--- config.mk ---
export PLATFORM = sky130hd
export DESIGN_NAME = alarm_annunciator_sequence_core_flat
export DESIGN_NICKNAME = d
export VERILOG_FILES = /design/src/rtl/aas_pkg.sv /design/src/rtl/aas_req_if.sv /design/src/rtl/aas_rsp_if.sv /design/src/rtl/alarm_annunciator_sequence_core.sv /design/src/flat_wrapper.sv
export SDC_FILE = /design/constraint.sdc
export NUM_CORES = 1
export LEC_CHECK = 0
export BUFFER_PORTS_ARGS = -buffer_cell sky130_fd_sc_hd__buf_2
export CAP_MARGIN = 20
export CORE_MARGIN = 2
export CORE_UTILIZATION = 45
export CTS_BUF_LIST = sky130_fd_sc_hd__clkbuf_8
export CTS_CLUSTER_SIZE = 30
export DETAILED_ROUTE_END_ITERATION = 10
export PLACE_DENSITY = 0.67
export SYNTH_ARGS = -nofsm -noshare
export SYNTH_HDL_FRONTEND = slang
export SYNTH_SLANG_ARGS = --single-unit
--- constraint.sdc ---
create_clock -name clock -period 2.65 [get_ports clock]
set_input_delay 0 -clock clock [delete_from_list [all_inputs] [get_ports clock]]
set_output_delay 0 -clock clock [all_outputs]
set_load 0.05 [all_outputs]
--- src/rtl/aas_pkg.sv ---
// alarm annunciator sequence package: field types, codes and state encoding
// no dependencies; used by the interfaces and the core
`timescale 1ns / 1ps
`default_nettype none

package aas_pkg;

   typedef logic [1:0] code_type;
   typedef logic [1:0] csr_index_type;
   typedef logic [2:0] seq_code_type;
   typedef logic [1:0] field_type;

   localparam csr_index_type CSR_NAMUR_MODE      = 2'd0;
   localparam csr_index_type CSR_ACTIVE_POLARITY = 2'd1;
   localparam csr_index_type CSR_AUTO_UNSET      = 2'd2;

   localparam field_type CLS_INVALID    = 2'd0;
   localparam field_type CLS_ACTIVE     = 2'd1;
   localparam field_type CLS_NOT_ACTIVE = 2'd2;
   localparam field_type CLS_FAULT      = 2'd3;

   localparam field_type MIR_NONE   = 2'd0;
   localparam field_type MIR_WRITE0 = 2'd1;
   localparam field_type MIR_WRITE1 = 2'd2;

   localparam field_type RELAY_NONE = 2'd0;
   localparam field_type RELAY_NEW  = 2'd1;
   localparam field_type RELAY_OLD  = 2'd2;

   localparam field_type WT_NONE       = 2'd0;
   localparam field_type WT_ALARM      = 2'd1;
   localparam field_type WT_INDICATION = 2'd2;
   localparam field_type WT_NORMAL     = 2'd3;

   localparam field_type COL_NONE  = 2'd0;
   localparam field_type COL_ALARM = 2'd1;
   localparam field_type COL_NAMUR = 2'd2;

   localparam field_type ACT_NONE  = 2'd0;
   localparam field_type ACT_CLEAR = 2'd1;
   localparam field_type ACT_SET   = 2'd2;

   typedef enum logic [7:0] {
      ST_WAIT_ALARM  = 8'b0000_0001,
      ST_WAIT_AUTO   = 8'b0000_0010,
      ST_WAIT_ACK    = 8'b0000_0100,
      ST_ACKED       = 8'b0000_1000,
      ST_RESET_WAIT  = 8'b0001_0000,
      ST_ACK_NORMAL  = 8'b0010_0000,
      ST_FAULT_ENTRY = 8'b0100_0000,
      ST_FAULT_WAIT  = 8'b1000_0000
   } seq_state_type;

   function automatic seq_code_type encode_state(input seq_state_type st);
      seq_code_type code;
      case (st)
         ST_WAIT_ALARM:  code = 3'd0;
         ST_WAIT_AUTO:   code = 3'd1;
         ST_WAIT_ACK:    code = 3'd2;
         ST_ACKED:       code = 3'd3;
         ST_RESET_WAIT:  code = 3'd4;
         ST_ACK_NORMAL:  code = 3'd5;
         ST_FAULT_ENTRY: code = 3'd6;
         ST_FAULT_WAIT:  code = 3'd7;
         default:        code = 3'd0;
      endcase
      return code;
   endfunction

endpackage

`default_nettype wire

--- src/rtl/aas_req_if.sv ---
// input channel interface: valid/ready handshake and one scan tick item
// depends on aas_pkg
`timescale 1ns / 1ps
`default_nettype none

interface aas_req_if;
   logic               valid;
   logic               ready;
   aas_pkg::code_type  line_code;
   logic               line_invalid;
   logic               reset_cmd;
   logic               ack_cmd;

   modport source(output valid, line_code, line_invalid, reset_cmd, ack_cmd, input ready);
   modport sink(input valid, line_code, line_invalid, reset_cmd, ack_cmd, output ready);
endinterface

`default_nettype wire

--- src/rtl/aas_rsp_if.sv ---
// result channel interface: valid/ready handshake and one result item
// depends on aas_pkg
`timescale 1ns / 1ps
`default_nettype none

interface aas_rsp_if;
   logic                  valid;
   logic                  ready;
   aas_pkg::seq_code_type seq_state;
   aas_pkg::field_type    signal_class;
   aas_pkg::field_type    mirror_write;
   aas_pkg::field_type    relay_write;
   aas_pkg::field_type    window_type_write;
   aas_pkg::field_type    window_color_write;
   aas_pkg::field_type    activity_write;

   modport source(output valid, seq_state, signal_class, mirror_write, relay_write,
                  window_type_write, window_color_write, activity_write, input ready);
   modport sink(input valid, seq_state, signal_class, mirror_write, relay_write,
                window_type_write, window_color_write, activity_write, output ready);
endinterface

`default_nettype wire

--- src/rtl/alarm_annunciator_sequence_core.sv ---
// an accepted item is held in the input register, then its result in the result register
// throughput: one item per cycle unless the result side stalls; the sequence state register
// updates in the same cycle that an item moves from input register into result register
// reset: sequence returns to wait for alarm, all configuration bits clear, both stages empty
// depends on aas_pkg, aas_req_if and aas_rsp_if
`timescale 1ns / 1ps
`default_nettype none

module alarm_annunciator_sequence_core (
   input  wire logic                   clock,
   input  wire logic                   reset,
   aas_req_if.sink                     req_port,
   aas_rsp_if.source                   rsp_port,
   input  wire logic                   csr_write_enable,
   input  wire aas_pkg::csr_index_type csr_index,
   input  wire logic                   csr_write_data
);

   // configuration
   logic namur_mode_ff, active_polarity_ff, auto_unset_ff;

   // input stage
   logic              in_valid_ff, in_valid_in;
   aas_pkg::code_type code_ff;
   logic              invalid_ff, rst_ff, ack_ff;

   // sequence state
   aas_pkg::seq_state_type state_ff, state_in;

   // result stage
   logic                  out_valid_ff, out_valid_in;
   aas_pkg::seq_code_type seq_state_ff;
   aas_pkg::field_type    cls_ff, mirror_ff, relay_ff, wt_ff, col_ff, act_ff;

   // decode
   aas_pkg::field_type cls_in, mirror_in, relay_in, wt_in, col_in, act_in;
   logic               low_level;

   logic accept, out_free, move;

   assign out_free = !out_valid_ff || rsp_port.ready;
   assign move     = in_valid_ff && out_free;
   assign req_port.ready = !reset && (!in_valid_ff || out_free);
   assign accept   = req_port.valid && req_port.ready;

   assign in_valid_in  = accept ? 1'b1 : (move ? 1'b0 : in_valid_ff);
   assign out_valid_in = move ? 1'b1 : (rsp_port.ready ? 1'b0 : out_valid_ff);

   always_ff @(posedge clock) begin
      if (reset) begin
         namur_mode_ff      <= 1'b0;
         active_polarity_ff <= 1'b0;
         auto_unset_ff      <= 1'b0;
      end else if (csr_write_enable) begin
         case (csr_index)
            aas_pkg::CSR_NAMUR_MODE:      namur_mode_ff      <= csr_write_data;
            aas_pkg::CSR_ACTIVE_POLARITY: active_polarity_ff <= csr_write_data;
            aas_pkg::CSR_AUTO_UNSET:      auto_unset_ff      <= csr_write_data;
            default: ;
         endcase
      end
   end

   // line classification
   always_comb begin
      low_level = namur_mode_ff ? (code_ff == 2'd0) : (code_ff[0] ^ code_ff[1]);
      if (invalid_ff) begin
         cls_in    = aas_pkg::CLS_INVALID;
         mirror_in = aas_pkg::MIR_NONE;
      end else if (namur_mode_ff && code_ff[1]) begin
         cls_in    = aas_pkg::CLS_FAULT;
         mirror_in = aas_pkg::MIR_WRITE0;
      end else begin
         mirror_in = low_level ? aas_pkg::MIR_WRITE0 : aas_pkg::MIR_WRITE1;
         cls_in    = (low_level == active_polarity_ff) ? aas_pkg::CLS_ACTIVE
                                                       : aas_pkg::CLS_NOT_ACTIVE;
      end
   end

   // annunciator sequence
   always_comb begin
      state_in = state_ff;
      relay_in = aas_pkg::RELAY_NONE;
      wt_in    = aas_pkg::WT_NONE;
      col_in   = aas_pkg::COL_NONE;
      act_in   = aas_pkg::ACT_NONE;
      case (state_ff)
         aas_pkg::ST_WAIT_ALARM: begin
            if (cls_in == aas_pkg::CLS_FAULT) begin
               state_in = aas_pkg::ST_FAULT_ENTRY;
            end else if (cls_in == aas_pkg::CLS_ACTIVE) begin
               relay_in = aas_pkg::RELAY_NEW;
               wt_in    = aas_pkg::WT_ALARM;
               col_in   = aas_pkg::COL_ALARM;
               act_in   = aas_pkg::ACT_SET;
               state_in = auto_unset_ff ? aas_pkg::ST_WAIT_AUTO : aas_pkg::ST_WAIT_ACK;
            end
         end
         aas_pkg::ST_WAIT_AUTO, aas_pkg::ST_WAIT_ACK: begin
            if (state_ff == aas_pkg::ST_WAIT_AUTO && cls_in == aas_pkg::CLS_NOT_ACTIVE) begin
               wt_in    = aas_pkg::WT_NORMAL;
               act_in   = aas_pkg::ACT_CLEAR;
               state_in = aas_pkg::ST_WAIT_ALARM;
            end else begin
               if (cls_in == aas_pkg::CLS_ACTIVE) begin
                  relay_in = aas_pkg::RELAY_OLD;
               end
               if (rst_ff) begin
                  wt_in    = aas_pkg::WT_INDICATION;
                  state_in = aas_pkg::ST_RESET_WAIT;
               end else if (ack_ff) begin
                  wt_in    = aas_pkg::WT_INDICATION;
                  state_in = aas_pkg::ST_ACKED;
               end
            end
         end
         aas_pkg::ST_ACKED: begin
            if (rst_ff) begin
               state_in = aas_pkg::ST_RESET_WAIT;
            end else if (cls_in == aas_pkg::CLS_NOT_ACTIVE) begin
               state_in = aas_pkg::ST_ACK_NORMAL;
            end else if (cls_in == aas_pkg::CLS_ACTIVE) begin
               relay_in = aas_pkg::RELAY_OLD;
            end
         end
         aas_pkg::ST_RESET_WAIT: begin
            if (cls_in == aas_pkg::CLS_NOT_ACTIVE) begin
               wt_in    = aas_pkg::WT_NORMAL;
               act_in   = aas_pkg::ACT_CLEAR;
               state_in = aas_pkg::ST_WAIT_ALARM;
            end else if (cls_in == aas_pkg::CLS_ACTIVE) begin
               relay_in = aas_pkg::RELAY_OLD;
            end
         end
         aas_pkg::ST_ACK_NORMAL: begin
            if (cls_in == aas_pkg::CLS_ACTIVE) begin
               relay_in = aas_pkg::RELAY_OLD;
            end else if (cls_in == aas_pkg::CLS_FAULT) begin
               state_in = aas_pkg::ST_FAULT_ENTRY;
            end
            if (rst_ff) begin
               wt_in    = aas_pkg::WT_NORMAL;
               act_in   = aas_pkg::ACT_CLEAR;
               state_in = aas_pkg::ST_WAIT_ALARM;
            end
         end
         aas_pkg::ST_FAULT_ENTRY: begin
            wt_in    = aas_pkg::WT_INDICATION;
            col_in   = aas_pkg::COL_NAMUR;
            act_in   = aas_pkg::ACT_SET;
            state_in = aas_pkg::ST_FAULT_WAIT;
         end
         aas_pkg::ST_FAULT_WAIT: begin
            if (cls_in != aas_pkg::CLS_FAULT) begin
               wt_in    = aas_pkg::WT_NORMAL;
               act_in   = aas_pkg::ACT_CLEAR;
               state_in = aas_pkg::ST_WAIT_ALARM;
            end
         end
         default: begin
            state_in = aas_pkg::ST_WAIT_ALARM;
         end
      endcase
   end

   always_ff @(posedge clock) begin
      if (reset) begin
         in_valid_ff  <= 1'b0;
         out_valid_ff <= 1'b0;
         state_ff     <= aas_pkg::ST_WAIT_ALARM;
      end else begin
         in_valid_ff  <= in_valid_in;
         out_valid_ff <= out_valid_in;
         if (move) begin
            state_ff <= state_in;
         end
      end
   end

   always_ff @(posedge clock) begin
      if (accept) begin
         code_ff    <= req_port.line_code;
         invalid_ff <= req_port.line_invalid;
         rst_ff     <= req_port.reset_cmd;
         ack_ff     <= req_port.ack_cmd;
      end
      if (move) begin
         seq_state_ff <= aas_pkg::encode_state(state_in);
         cls_ff       <= cls_in;
         mirror_ff    <= mirror_in;
         relay_ff     <= relay_in;
         wt_ff        <= wt_in;
         col_ff       <= col_in;
         act_ff       <= act_in;
      end
   end

   assign rsp_port.valid              = out_valid_ff;
   assign rsp_port.seq_state          = seq_state_ff;
   assign rsp_port.signal_class       = cls_ff;
   assign rsp_port.mirror_write       = mirror_ff;
   assign rsp_port.relay_write        = relay_ff;
   assign rsp_port.window_type_write  = wt_ff;
   assign rsp_port.window_color_write = col_ff;
   assign rsp_port.activity_write     = act_ff;

   a_state_onehot : assert property (@(posedge clock) disable iff (reset)
      $onehot(state_ff))
      else $error("sequence state register not one-hot");

   a_fault_entry_passes : assert property (@(posedge clock) disable iff (reset)
      move && state_ff == aas_pkg::ST_FAULT_ENTRY |=> state_ff == aas_pkg::ST_FAULT_WAIT)
      else $error("fault entry not followed by fault wait");

   a_ready_only_when_full : assert property (@(posedge clock) disable iff (reset)
      !req_port.ready |-> in_valid_ff && out_valid_ff && !rsp_port.ready)
      else $error("input held off with room in the pipeline");

   a_new_alarm_marks : assert property (@(posedge clock) disable iff (reset)
      rsp_port.valid && rsp_port.relay_write == aas_pkg::RELAY_NEW
         |-> rsp_port.activity_write == aas_pkg::ACT_SET
             && rsp_port.seq_state != aas_pkg::encode_state(aas_pkg::ST_WAIT_ALARM))
      else $error("new violation without activity set or with idle state");

   a_invalid_no_mirror : assert property (@(posedge clock) disable iff (reset)
      rsp_port.valid && rsp_port.signal_class == aas_pkg::CLS_INVALID
         |-> rsp_port.mirror_write == aas_pkg::MIR_NONE)
      else $error("mirror written on an invalid reading");

endmodule

`default_nettype wire

--- src/flat_wrapper.sv ---
// flat-port wrapper written by rule: the top's interface ports become plain ports
module alarm_annunciator_sequence_core_flat 
  (clock, reset, csr_write_enable, csr_index, csr_write_data, req_port_valid, req_port_line_code, req_port_line_invalid, req_port_reset_cmd, req_port_ack_cmd, req_port_ready, rsp_port_valid, rsp_port_seq_state, rsp_port_signal_class, rsp_port_mirror_write, rsp_port_relay_write, rsp_port_window_type_write, rsp_port_window_color_write, rsp_port_activity_write, rsp_port_ready);
  aas_req_if req_port_i ();
  aas_rsp_if rsp_port_i ();
  input  wire logic clock;
  input  wire logic reset;
  input  wire logic csr_write_enable;
  input  wire aas_pkg::csr_index_type csr_index;
  input  wire logic csr_write_data;
  input wire logic [$bits(req_port_i.valid)-1:0] req_port_valid;
  input wire logic [$bits(req_port_i.line_code)-1:0] req_port_line_code;
  input wire logic [$bits(req_port_i.line_invalid)-1:0] req_port_line_invalid;
  input wire logic [$bits(req_port_i.reset_cmd)-1:0] req_port_reset_cmd;
  input wire logic [$bits(req_port_i.ack_cmd)-1:0] req_port_ack_cmd;
  output wire logic [$bits(req_port_i.ready)-1:0] req_port_ready;
  output wire logic [$bits(rsp_port_i.valid)-1:0] rsp_port_valid;
  output wire logic [$bits(rsp_port_i.seq_state)-1:0] rsp_port_seq_state;
  output wire logic [$bits(rsp_port_i.signal_class)-1:0] rsp_port_signal_class;
  output wire logic [$bits(rsp_port_i.mirror_write)-1:0] rsp_port_mirror_write;
  output wire logic [$bits(rsp_port_i.relay_write)-1:0] rsp_port_relay_write;
  output wire logic [$bits(rsp_port_i.window_type_write)-1:0] rsp_port_window_type_write;
  output wire logic [$bits(rsp_port_i.window_color_write)-1:0] rsp_port_window_color_write;
  output wire logic [$bits(rsp_port_i.activity_write)-1:0] rsp_port_activity_write;
  input wire logic [$bits(rsp_port_i.ready)-1:0] rsp_port_ready;
  assign req_port_i.valid = req_port_valid;
  assign req_port_i.line_code = req_port_line_code;
  assign req_port_i.line_invalid = req_port_line_invalid;
  assign req_port_i.reset_cmd = req_port_reset_cmd;
  assign req_port_i.ack_cmd = req_port_ack_cmd;
  assign req_port_ready = req_port_i.ready;
  assign rsp_port_valid = rsp_port_i.valid;
  assign rsp_port_seq_state = rsp_port_i.seq_state;
  assign rsp_port_signal_class = rsp_port_i.signal_class;
  assign rsp_port_mirror_write = rsp_port_i.mirror_write;
  assign rsp_port_relay_write = rsp_port_i.relay_write;
  assign rsp_port_window_type_write = rsp_port_i.window_type_write;
  assign rsp_port_window_color_write = rsp_port_i.window_color_write;
  assign rsp_port_activity_write = rsp_port_i.activity_write;
  assign rsp_port_i.ready = rsp_port_ready;
  alarm_annunciator_sequence_core u_core (.clock(clock), .reset(reset), .req_port(req_port_i), .rsp_port(rsp_port_i), .csr_write_enable(csr_write_enable), .csr_index(csr_index), .csr_write_data(csr_write_data));
endmodule
==> summary.md, run 1 <==
| Metric | Value |
|---|---|
| Status | finished clean |
| Post-synth top area cell | edfxtp_1 |
| # IOs | 30 |
| Die footprint | 4240 µm² |
| Worst flop-to-flop path endpoint | u_core.rsp_port.window_type_write[0] |
| Post-DP HPWL | 2.77 mm |
| Area grow syn2layout | 20.5% |
| Final antenna-violating net count | 0 |
| First-pass GRT wire length | 5.95 mm |
| Share of flip-flops with an asynchronous set or reset | 0% |
| Pwr/cell area | 554 nW/µm² |
| Final Wtd Congestion | 0.948 |
| Register Area | 861 µm² |
| Critical Path AT | 2.44 ns |
| Final Max Tran Viols | 0 |
| CP max FO | 6 |
| Total number of vias | 1380 |
| Final setup violation count | 0 |
| CTS tree | built |
| Clk buf depth | 2 |
| Finished Layout Cells | 254 |
| Final Hold Fails | 0 |
| Post-synthesis sequential area ratio | 51.2% |
| Crit. End Element | register |
| Post-Synthesis Cell Area | 1680 µm² |
| Row cnt | 22 |
| GRT Util Overall | 19.1% |
| # fillers | 327 |
| Max Cap Viol | 0 |
| First-iteration detailed-routing DRC count | 121 |
| Via density per instance | 5.43 |
| Most common cell after layout, fill and taps aside | buf_2 |
| Core Area | 3630 µm² |
| Peak VDD IR | 0.353 mV |
| # H-tree levels | 2 |
| Yosys top cell area share | 35.7% |
| Worst r2r src | u_core.code_ff[1] |
| Worst reg2reg setup slack | 0.24 ns |
| First-pass iteration count of the detailed router | 4 |
| Max incr delay on CP | 0.47 ns |
| Tcrit/Tclk final | 90.8% |
| Max Clock Skew | 0.00427 ns |
| Top_reg_cell synth | edfxtp_1 |
| Unrepaired setup endpoints after global routing | no |
| DR DRC count | 0 |
| R2R cell count | 7 |
| Tightest Pin Transition | 0.844 ns |
| Yosys warns | 0 |
| Worst-path clk slew | 0.07 ns |
| Type of origin of the critical path | register |
| CP top delay family | compound AO/OA/AOI/OAI gates |
| Footprint of the multi-input gates | 778 µm² |
| PortBufs | 29 |
| TNS Setup | 0 ns |
| Nets | 219 |
| Seq cells post-synth | 33 |
| Grt total ovfl | 0 |
| Largest net degree at the start of global routing | 27 |
| Initial Utilization | 46.3% |
| Number of inserted diodes | 0 |
| Wirelength per Cell | 14.5 µm |
| Top achievable clock speed | 0.416 GHz |
| Number of flops mapped to enable cells by yosys | 20 |
| Yosys cell types | 51 |
| Hold Path Depth | 4 |
| Top cells by area, synth | edfxtp_1, dfxtp_1, nor2_1 |
| Mean Syn Cell Area | 10.1 µm² |
| Clk sinks | 33 |
| Critical Path Slowest Stage Cell | a222oi_1 |
| Final worst path period need | 2.41 ns |
| Crit path kind | reg -> reg |
| Commonest non-fill, non-tap cells in the layout | buf_2, nor2_1, edfxtp_1 |
| Post-CTS Resized | 0 |
| Hold endpoint | u_core.rsp_port.valid |
| Worst hold path class | in -> reg |
| Worst skew pair latency | 0.28 ns |
| CTS buffer count | 5 |
| Placed Cells | 239 |
| Initial antenna violation count | 0 |
| Root Buffer | clkbuf_8 |
| Syn Inst Count | 166 |
| Die Wd | 65.1 µm |
| CP Buf/Inv Count | 1 |
| Vias in the first global route | 1265 |
| Die Height | 65.1 µm |
| Share of post-route cells with drive strength above 1 | 23.3% |
| Fin util | 55.8% |
| Syn nets | 180 |
| Lkg Pwr | 0.839 nW |
| Hold path startpoint | rsp_port_ready |
| Critical Path RT | 2.69 ns |
| Routed WL | 3.68 mm |
| Crit-path cells | inv_1 -> ha_1 -> and2b_2 -> o32ai_4 -> nor2_2 -> a222oi_1 -> or2b_1 |
| Slew headroom | 43.7% |
[synthesized netlist by cell type, types with 2 or more instances]
cell type	instances
nor2_1	21
edfxtp_1	20
nand2_1	14
dfxtp_1	13
a21oi_1	10
inv_1	7
nand3_1	6
and2_1	5
o21ai_0	5
nand3b_1	4
a31oi_1	3
clkbuf_1	3
mux2i_1	3
nor2b_1	3
nor4_1	3
o21a_1	3
o21bai_1	3
nand2b_1	2
nand4b_1	2
nor3_1	2
nor3b_1	2
o211ai_1	2
xor2_1	2
[per-stage QoR]
stage | setup WS (ns) | power, mW | hold WS, ns | area, µm²
finish | 0.245 | 1.12 | 0.0191 | 2030
global route | 0.0842 | 1.17 | 0.0597 | 2030
CTS | 0.253 | 1.13 | 0.0150 | 2030
detailed placement | 0.280 | 0.765 | 0.178 | 1870
global placement | 0.357 | 0.764 | 0.177 | 1870
floorplan | 0.449 | 0.720 | 0.0793 | 1680
[sequential cells by signal (all words and copies together) (netlist names)]
signal and count:
u_core.state_ff 8, u_core.rsp_port.seq_state 3, u_core.code_ff 2, u_core.rsp_port.activity_write 2, u_core.rsp_port.mirror_write 2, u_core.rsp_port.relay_write 2
u_core.rsp_port.signal_class 2, u_core.rsp_port.window_color_write 2, u_core.rsp_port.window_type_write 2, u_core.ack_ff 1, u_core.active_polarity_ff 1, u_core.auto_unset_ff 1
u_core.in_valid_ff 1, u_core.invalid_ff 1, u_core.namur_mode_ff 1, u_core.rsp_port.valid 1, u_core.rst_ff 1
[worst min-delay path: stages]
cell and delay [ns]:
buf_2 0.07, nor2b_1 0.05, nor2_1 0.08, nor2_1 0.04
[worst max path at each step]
stage | start | end | slack, ns | depth (start not counted)
2_1_floorplan | u_core.code_ff[1] | u_core.rsp_port.seq_state[1] | 0.45 | 8
3_3_place_gp | u_core.code_ff[1] | u_core.rsp_port.seq_state[1] | 0.36 | 8
3_5_place_dp | u_core.code_ff[1] | u_core.rsp_port.seq_state[1] | 0.28 | 8
4_1_cts | u_core.code_ff[1] | u_core.rsp_port.seq_state[1] | 0.25 | 8
5_1_grt | u_core.code_ff[1] | u_core.rsp_port.window_type_write[0] | 0.08 | 7
6_report | u_core.code_ff[1] | u_core.rsp_port.window_type_write[0] | 0.24 | 7
[repair_timing]
item                                    in CTS  in global routing
endpoints found under the setup margin       0                  0
endpoints found under the hold margin        8                  0
hold buffers                                 7                  0
setup buffers                                0                  0
[routing by layer]
| metal | vias to the layer above | share of wire [%] | global-route usage (%) |
|---|---|---|---|
| met5 | - | 0 | 0 |
| met4 | 0 | 1.8 | 6.51 |
| met3 | 8 | 7.5 | 5.82 |
| met2 | 69 | 46 | 31.7 |
| met1 | 610 | 44 | 23.9 |
| li1 | 693 | - | - |
[power breakdown]
part | switching, mW | internal, mW | leakage [nW] | total, mW
clock network | 0.178 | 0.181 | 0.0439 | 0.359
logic | 0.113 | 0.0622 | 0.497 | 0.176
registers | 0.0182 | 0.570 | 0.299 | 0.588
total | 0.310 | 0.812 | 0.839 | 1.12
[kinds of logic (layout without fill, tap and decap cells)]
kind of cell | after synthesis | in the layout | share of synthesized area, %
compound gates | 37 | 37 | 16.1
xor+xnor | 2 | 2 | 1.04
fa+ha+maj | 1 | 1 | 0.744
buf+inv | 11 | 51 | 2.53
flops | 33 | 33 | 51.2
mux | 3 | 3 | 1.79
simple gates | 79 | 79 | 26.6
[layout make-up]
type / instances / share of cell area [%]
Clock inverter: 3 / 0.864
Inverter: 7 / 1.30
Multi-Input combinational cell: 122 / 38.4
Tap cell: 48 / 2.96
Sequential cell: 33 / 42.5
Timing Repair Buffer: 36 / 10.6
Clock buffer: 5 / 3.40
Power figures use the tool's default switching activity.
==> run 2: changes to the inputs <==
--- a/config.mk
+++ b/config.mk
@@ -8,11 +8,12 @@
 export BUFFER_PORTS_ARGS = -buffer_cell sky130_fd_sc_hd__buf_2
 export CAP_MARGIN = 20
 export CORE_MARGIN = 2
-export CORE_UTILIZATION = 45
+export CORE_UTILIZATION = 57
 export CTS_BUF_LIST = sky130_fd_sc_hd__clkbuf_8
 export CTS_CLUSTER_SIZE = 30
 export DETAILED_ROUTE_END_ITERATION = 10
-export PLACE_DENSITY = 0.67
+export PLACE_DENSITY = 0.81
 export SYNTH_ARGS = -nofsm -noshare
 export SYNTH_HDL_FRONTEND = slang
 export SYNTH_SLANG_ARGS = --single-unit
+export TNS_END_PERCENT = 1
==> run 2 against run 1 <==
Routed wire length shrank 5.3%. Die area shrank 20%. Clock skew grew 0.010 ns. Final area grew 0.68%. Register-to-register slack is essentially flat. Critical path type unchanged. Sequential share of layout area shrank 0.29 points. Highest routed layer unchanged.
==> summary.md, run 2 (synthesis results as in run 1) <==
| Metric | Value |
|---|---|
| CTS buffer count | 5 (unchanged) |
| First-iteration detailed-routing DRC count | 72 (was 121) |
| Worst hold path class | in -> reg (unchanged) |
| # fillers | 208 (was 327) |
| # H-tree levels | 2 (unchanged) |
| GRT Util Overall | 23.4% (was 19.1%) |
| Worst reg2reg setup slack | 0.23 ns (was 0.24 ns) |
| Nets | 221 (was 219) |
| DR DRC count | 0 (unchanged) |
| Most common cell after layout, fill and taps aside | buf_2 (unchanged) |
| Tightest Pin Transition | 0.867 ns (was 0.844 ns) |
| Core Area | 2780 µm² (was 3630 µm²) |
| Max Cap Viol | 0 (unchanged) |
| Pre-CTS WS | 0.254 ns (was 0.280 ns) |
| Post-route design area | 2040 µm² (was 2030 µm²) |
| Flop pwr share | 48.5% (was 52.4%) |
| Lkg Pwr | 0.861 nW (was 0.839 nW) |
| Largest register FFs | 8 (unchanged) |
| Die footprint | 3400 µm² (was 4240 µm²) |
| Grt total ovfl | 0 (unchanged) |
| Max incr delay on CP | 0.48 ns (was 0.47 ns) |
| Crit. End Element | register (unchanged) |
| PortBufs | 29 (unchanged) |
| Crit path kind | reg -> reg (unchanged) |
| Final Max Tran Viols | 0 (unchanged) |
| Commonest non-fill, non-tap cells in the layout | buf_2, nor2_1, edfxtp_1 (unchanged) |
| Clock power frac | 37.3% (was 32.0%) |
| Critical Path AT | 2.45 ns (was 2.44 ns) |
| Unrepaired setup endpoints after global routing | no (unchanged) |
| Root Buffer | clkbuf_8 (unchanged) |
| Worst skew pair latency | 0.29 ns (was 0.28 ns) |
| Peak VDD IR | 0.491 mV (was 0.353 mV) |
| Total number of vias | 1380 (unchanged) |
| Final Hold Fails | 0 (unchanged) |
| Post-DP Area | 1850 µm² (was 1870 µm²) |
| TNS Setup | 0 ns (unchanged) |
| Die Wd | 58.3 µm (was 65.1 µm) |
| Initial antenna violation count | 0 (unchanged) |
| Net Sw Power | 0.304 mW (was 0.310 mW) |
| Internal power | 0.906 mW (was 0.812 mW) |
| Area grow syn2layout | 21.4% (was 20.5%) |
| Via density per instance | 5.77 (was 5.43) |
| Post-CTS Resized | 0 (unchanged) |
| Critical Path RT | 2.68 ns (was 2.69 ns) |
| Top achievable clock speed | 0.413 GHz (was 0.416 GHz) |
| Final worst path period need | 2.42 ns (was 2.41 ns) |
| Final setup violation count | 0 (unchanged) |
| Row cnt | 19 (was 22) |
| Type of origin of the critical path | register (unchanged) |
| Post-DP HPWL | 2.48 mm (was 2.77 mm) |
| Crit path capture | u_core.rsp_port.seq_state[1] (was u_core.rsp_port.window_type_write[0]) |
| Final antenna-violating net count | 0 (unchanged) |
| Vias in the first global route | 1311 (was 1265) |
| Crit-path cells | inv_1 -> ha_1 -> and2b_2 -> or3b_2 -> o2111a_2 -> nor3b_2 -> nor4_1 -> nand2_1 (was inv_1 -> ha_1 -> and2b_2 -> o32ai_4 -> nor2_2 -> a222oi_1 -> or2b_1) |
| Worst flop-to-flop path endpoint | u_core.rsp_port.seq_state[1] (was u_core.rsp_port.window_type_write[0]) |
| Net Sw Frac | 25.2% (was 27.6%) |
| Die Height | 58.3 µm (was 65.1 µm) |
| Tcrit/Tclk final | 91.3% (was 90.8%) |
| Setup ws final | 0.231 ns (was 0.245 ns) |
| Clk sinks | 33 (unchanged) |
| Initial Utilization | 60.5% (was 46.3%) |
| R2R cell count | 8 (was 7) |
| Clk buf depth | 2 (unchanged) |
| Worst r2r src | u_core.code_ff[1] (unchanged) |
| Slew headroom | 42.1% (was 43.7%) |
| Critical Path Slowest Stage Cell | or3b_2 (was a222oi_1) |
| Combinational power share | 14.2% (was 15.6%) |
| First-pass GRT wire length | 5.93 mm (was 5.95 mm) |
| Pwr/cell area | 593 nW/µm² (was 554 nW/µm²) |
| Worst-path clk slew | 0.08 ns (was 0.07 ns) |
| CTS tree | built (unchanged) |
| # IOs | 30 (unchanged) |
| CP max FO | 6 (unchanged) |
| Number of inserted diodes | 0 (unchanged) |
| Wirelength per Cell | 14.6 µm (was 14.5 µm) |
| Hold Path Depth | 4 (unchanged) |
| Final Wtd Congestion | 0.858 (was 0.948) |
| First-pass iteration count of the detailed router | 5 (was 4) |
| Max Clock Skew | 0.0144 ns (was 0.00427 ns) |
| Largest net degree at the start of global routing | 27 (unchanged) |
| Top reg by flops | u_core.state_ff (unchanged) |
| Setup crit start | u_core.code_ff[1] (unchanged) |
| Routed WL | 3.49 mm (was 3.68 mm) |
| Share of post-route cells with drive strength above 1 | 23.1% (was 23.3%) |
| Status | finished clean (unchanged) |
## run 2: cell types whose count changed in the layout (fill, tap and decap cells not counted)
cell	delta
clkinv_2	-2
buf_4	+2
clkinvlp_4	-1
clkinv_1	+1
inv_1	+1
bufinv_16	+1
## run 2: timing repair
| action | CTS | global route |
|---|---|---|
| buffers inserted | 0 | 2 |
| endpoints found under the hold margin | 8 | 0 |
| setup endpoints to repair | 0 | 1 |
| hold buffers | 7 | 0 |
## run 2: worst min path at each step
stage | start | endpoint | slack (ns)
2_1_floorplan | reset | u_core.state_ff[5] | 0.08
3_3_place_gp | req_port_line_code[0] | u_core.code_ff[0] | 0.18
3_5_place_dp | req_port_ack_cmd | u_core.ack_ff | 0.18
4_1_cts | rsp_port_ready | u_core.rsp_port.valid | 0.007
5_1_grt | rsp_port_ready | u_core.rsp_port.valid | 0.06
6_report | rsp_port_ready | u_core.rsp_port.valid | 0.005
## run 2: area by class of cell
type / count / area (µm²) / share of cell area (%)
Clock buffer: 5 / 68.8 / 3.37
Timing Repair Buffer: 38 / 230 / 11.3
Clock inverter: 3 / 37.5 / 1.84
Tap cell: 31 / 38.8 / 1.90
Multi-Input combinational cell: 122 / 778 / 38.1
Inverter: 7 / 26.3 / 1.29
Sequential cell: 33 / 861 / 42.2
## run 2: stage by stage
step | hold WS (ns) | utilization, % | std cells | total power, mW
finish | 0.00475 | 73.4 | 239 | 1.21
global route | 0.0555 | 73.4 | 239 | 1.26
CTS | 0.00693 | 72.8 | 237 | 1.21
detailed placement | 0.179 | 66.5 | 222 | 0.761
global placement | 0.179 | 66.5 | 222 | 0.758
floorplan | 0.0793 | - | 166 | 0.720
## run 2: power groups by stage
stage          clock network, mW  registers, mW  logic (mW)
3_5_place_dp                   0          0.598       0.163
4_1_cts                    0.455          0.587       0.171
3_3_place_gp                   0          0.597       0.161
5_1_grt                    0.478          0.591       0.187
2_1_floorplan                  0          0.635      0.0852
6_report                   0.451          0.587       0.172
## run 2: layer usage
layer	track usage (%)	vias up	wire [µm]
met1	31.8	625	1590
li1	-	694	-
met4	9.30	0	53
met2	35.6	55	1610
met3	6.15	6	232
met5	0	-	0
## run 2: worst max-delay path, delay by kind of cell, from the launching register on
kind	cells	cell delay [ns]
flip-flops	1	0.43
buffers and inverters	1	0.07
adder cells (fa/ha/maj)	1	0.31
AND/OR/NAND/NOR	5	1.15
AO/OA/AOI/OAI	1	0.21
==> run 3: changes to the inputs <==
--- a/config.mk
+++ b/config.mk
@@ -12,7 +12,9 @@
 export CTS_BUF_LIST = sky130_fd_sc_hd__clkbuf_8
 export CTS_CLUSTER_SIZE = 30
 export DETAILED_ROUTE_END_ITERATION = 10
+export GPL_TIMING_DRIVEN = 0
 export PLACE_DENSITY = 0.81
+export SLEW_MARGIN = 20
 export SYNTH_ARGS = -nofsm -noshare
 export SYNTH_HDL_FRONTEND = slang
 export SYNTH_SLANG_ARGS = --single-unit
==> run 3 against run 2 <==
Count of clock-buffer cells in the layout stayed put. Utilization shrank 0.13 points. Largest power group unchanged. Critical endpoint unchanged. Clock skew is 0.0079 ns lower. Die area stayed put. Sequential power about the same. Maximum frequency up 0.89%. Register-to-register slack better by 0.02 ns. Via count is 2.5% higher. Critical path depth unchanged. Non-clock buffer count grew 4.
==> summary.md, run 3 (synthesis results as in run 1) <==
| Metric | Value |
|---|---|
| Share of post-route cells with drive strength above 1 | 23.6% (was 23.1%) |
| First-pass GRT wire length | 5.71 mm (was 5.93 mm) |
| Clk buf depth | 2 (unchanged) |
| Worst skew pair latency | 0.28 ns (was 0.29 ns) |
| Die footprint | 3400 µm² (unchanged) |
| Final antenna-violating net count | 0 (unchanged) |
| Critical Path AT | 2.43 ns (was 2.45 ns) |
| Crit. End Element | register (unchanged) |
| Vias in the first global route | 1318 (was 1311) |
| Number of inserted diodes | 0 (unchanged) |
| GRT Util Overall | 22.3% (was 23.4%) |
| CP max FO | 6 (unchanged) |
| Max incr delay on CP | 0.49 ns (was 0.48 ns) |
| Final Wtd Congestion | 0.896 (was 0.858) |
| Largest net degree at the start of global routing | 25 (was 27) |
| Worst hold path class | in -> reg (unchanged) |
| Placed Cells | 226 (was 222) |
| Pre-CTS WS | 0.171 ns (was 0.254 ns) |
| Type of origin of the critical path | register (unchanged) |
| Final setup violation count | 0 (unchanged) |
| Status | finished clean (unchanged) |
| Commonest non-fill, non-tap cells in the layout | buf_2, nor2_1, edfxtp_1 (unchanged) |
| Area grow syn2layout | 21.1% (was 21.4%) |
| Initial Utilization | 60.5% (unchanged) |
| Setup ws final | 0.252 ns (was 0.231 ns) |
| Core Area | 2780 µm² (unchanged) |
| Pwr/cell area | 549 nW/µm² (was 593 nW/µm²) |
| Worst-path clk slew | 0.07 ns (was 0.08 ns) |
| Initial antenna violation count | 0 (unchanged) |
| Hold Path Depth | 4 (unchanged) |
| DR DRC count | 0 (unchanged) |
| Max Clock Skew | 0.00651 ns (was 0.0144 ns) |
| Lkg Pwr | 0.865 nW (was 0.861 nW) |
| Most common cell after layout, fill and taps aside | buf_2 (unchanged) |
| Wirelength per Cell | 14.7 µm (was 14.6 µm) |
| Critical Path Slowest Stage Cell | or3b_2 (unchanged) |
| First-iteration detailed-routing DRC count | 54 (was 72) |
| Nets | 225 (was 221) |
| Critical Path Stages | 8 (unchanged) |
| First-pass iteration count of the detailed router | 5 (unchanged) |
| Crit path kind | reg -> reg (unchanged) |
| Top achievable clock speed | 0.417 GHz (was 0.413 GHz) |
| Via density per instance | 5.82 (was 5.77) |
| Final Hold Fails | 0 (unchanged) |
| Finished Layout Cells | 243 (was 239) |
| Peak VDD IR | 0.482 mV (was 0.491 mV) |
| TNS Setup | 0 ns (unchanged) |
| CTS tree | built (unchanged) |
| Top reg by flops | u_core.state_ff (unchanged) |
| Unrepaired setup endpoints after global routing | no (unchanged) |
| Post-DP HPWL | 2.56 mm (was 2.48 mm) |
| Slew headroom | 63.9% (was 42.1%) |
| PortBufs | 29 (unchanged) |
| CTS buffer count | 5 (unchanged) |
| Total number of vias | 1414 (was 1380) |
| Crit-path cells | inv_1 -> ha_1 -> and2b_2 -> or3b_2 -> o2111a_2 -> nor3b_2 -> nor4_1 -> nand2_1 (unchanged) |
| # IOs | 30 (unchanged) |
| CP Buf/Inv Count | 1 (unchanged) |
| Die Wd | 58.3 µm (unchanged) |
| Die Height | 58.3 µm (unchanged) |
| # H-tree levels | 2 (unchanged) |
| Largest register FFs | 8 (unchanged) |
| Tcrit/Tclk final | 90.5% (was 91.3%) |
| Final worst path period need | 2.40 ns (was 2.42 ns) |
| Tightest Pin Transition | 0.541 ns (was 0.867 ns) |
| Routed WL | 3.56 mm (was 3.49 mm) |
| Grt total ovfl | 0 (unchanged) |
| CP top delay family | simple AND/OR/NAND/NOR gates (unchanged) |
| Clk sinks | 33 (unchanged) |
| Critical Path RT | 2.68 ns (about the same) |
| Root Buffer | clkbuf_8 (unchanged) |
| Max Cap Viol | 0 (unchanged) |
| Final Max Tran Viols | 0 (unchanged) |
| R2R cell count | 8 (unchanged) |
| Row cnt | 19 (unchanged) |
[run 3: cell count changes in the layout (fill, tap and decap cells not counted), sizes merged]
cell,delta
clkbuf,+3
dlygate4sd3,+1
clkinv,+1
bufinv,-1
[run 3: through the flow]
| stage | utilization [%] | total power, mW | hold WS (ns) | area (µm²) |
|---|---|---|---|---|
| final | 73.2 | 1.12 | 0.0194 | 2040 |
| after global placement | 67.1 | 0.761 | 0.179 | 1870 |
| after floorplan | - | 0.720 | 0.0793 | 1680 |
| after detailed placement | 67.1 | 0.764 | 0.178 | 1870 |
| after global routing | 73.2 | 1.16 | 0.0783 | 2040 |
| after CTS | 72.9 | 1.13 | 0.0170 | 2030 |
[run 3: cell type report]
type / count / area (µm²)
plain buffers: 4 / 17.5
clock buffers: 5 / 68.8
clock inverters: 3 / 13.8
fillers: 213 / 744
inverters: 7 / 26.3
multi-input cells: 122 / 778
flip-flops and latches: 33 / 861
well taps: 31 / 38.8
repair buffers: 38 / 233
[run 3: path summary, 6_finish.rpt]
path | startpoint | endpoint | slack [ns]
setup / recovery | u_core.code_ff[1] | u_core.rsp_port.seq_state[1] | 0.25
hold / removal | rsp_port_ready | u_core.rsp_port.valid | 0.02
setup reg to reg | u_core.code_ff[1] | u_core.rsp_port.seq_state[1] | 0.25
hold reg to reg | u_core.in_valid_ff | u_core.rsp_port.valid | 0.53
[run 3: routing by layer]
layer | GRT usage, % | part of all wire, % | vias up
met3 | 4.40 | 6.1 | 5
met1 | 28.3 | 44 | 642
met2 | 36.4 | 49 | 60
met5 | 0 | 0 | -
met4 | 11.0 | 1.1 | 0
li1 | - | - | 707
[run 3: where the power goes]
part	internal [mW]	leakage [nW]	switching (mW)
sequential	0.569	0.299	0.0161
clock	0.178	0.0491	0.177
combinational	0.0647	0.517	0.114
[run 3: worst min-delay path, stage by stage]
cell and delay [ns]:
buf_2 0.07, nor2b_1 0.06, nor2_1 0.09, nor2_1 0.04
[run 3: what timing repair did]
item / in CTS / in global routing
hold endpoints to repair: 9 / 0
resized for setup: 0 / 0
endpoints found under the setup margin: 0 / 2
hold buffers: 8 / 0
buffers inserted: 0 / 1
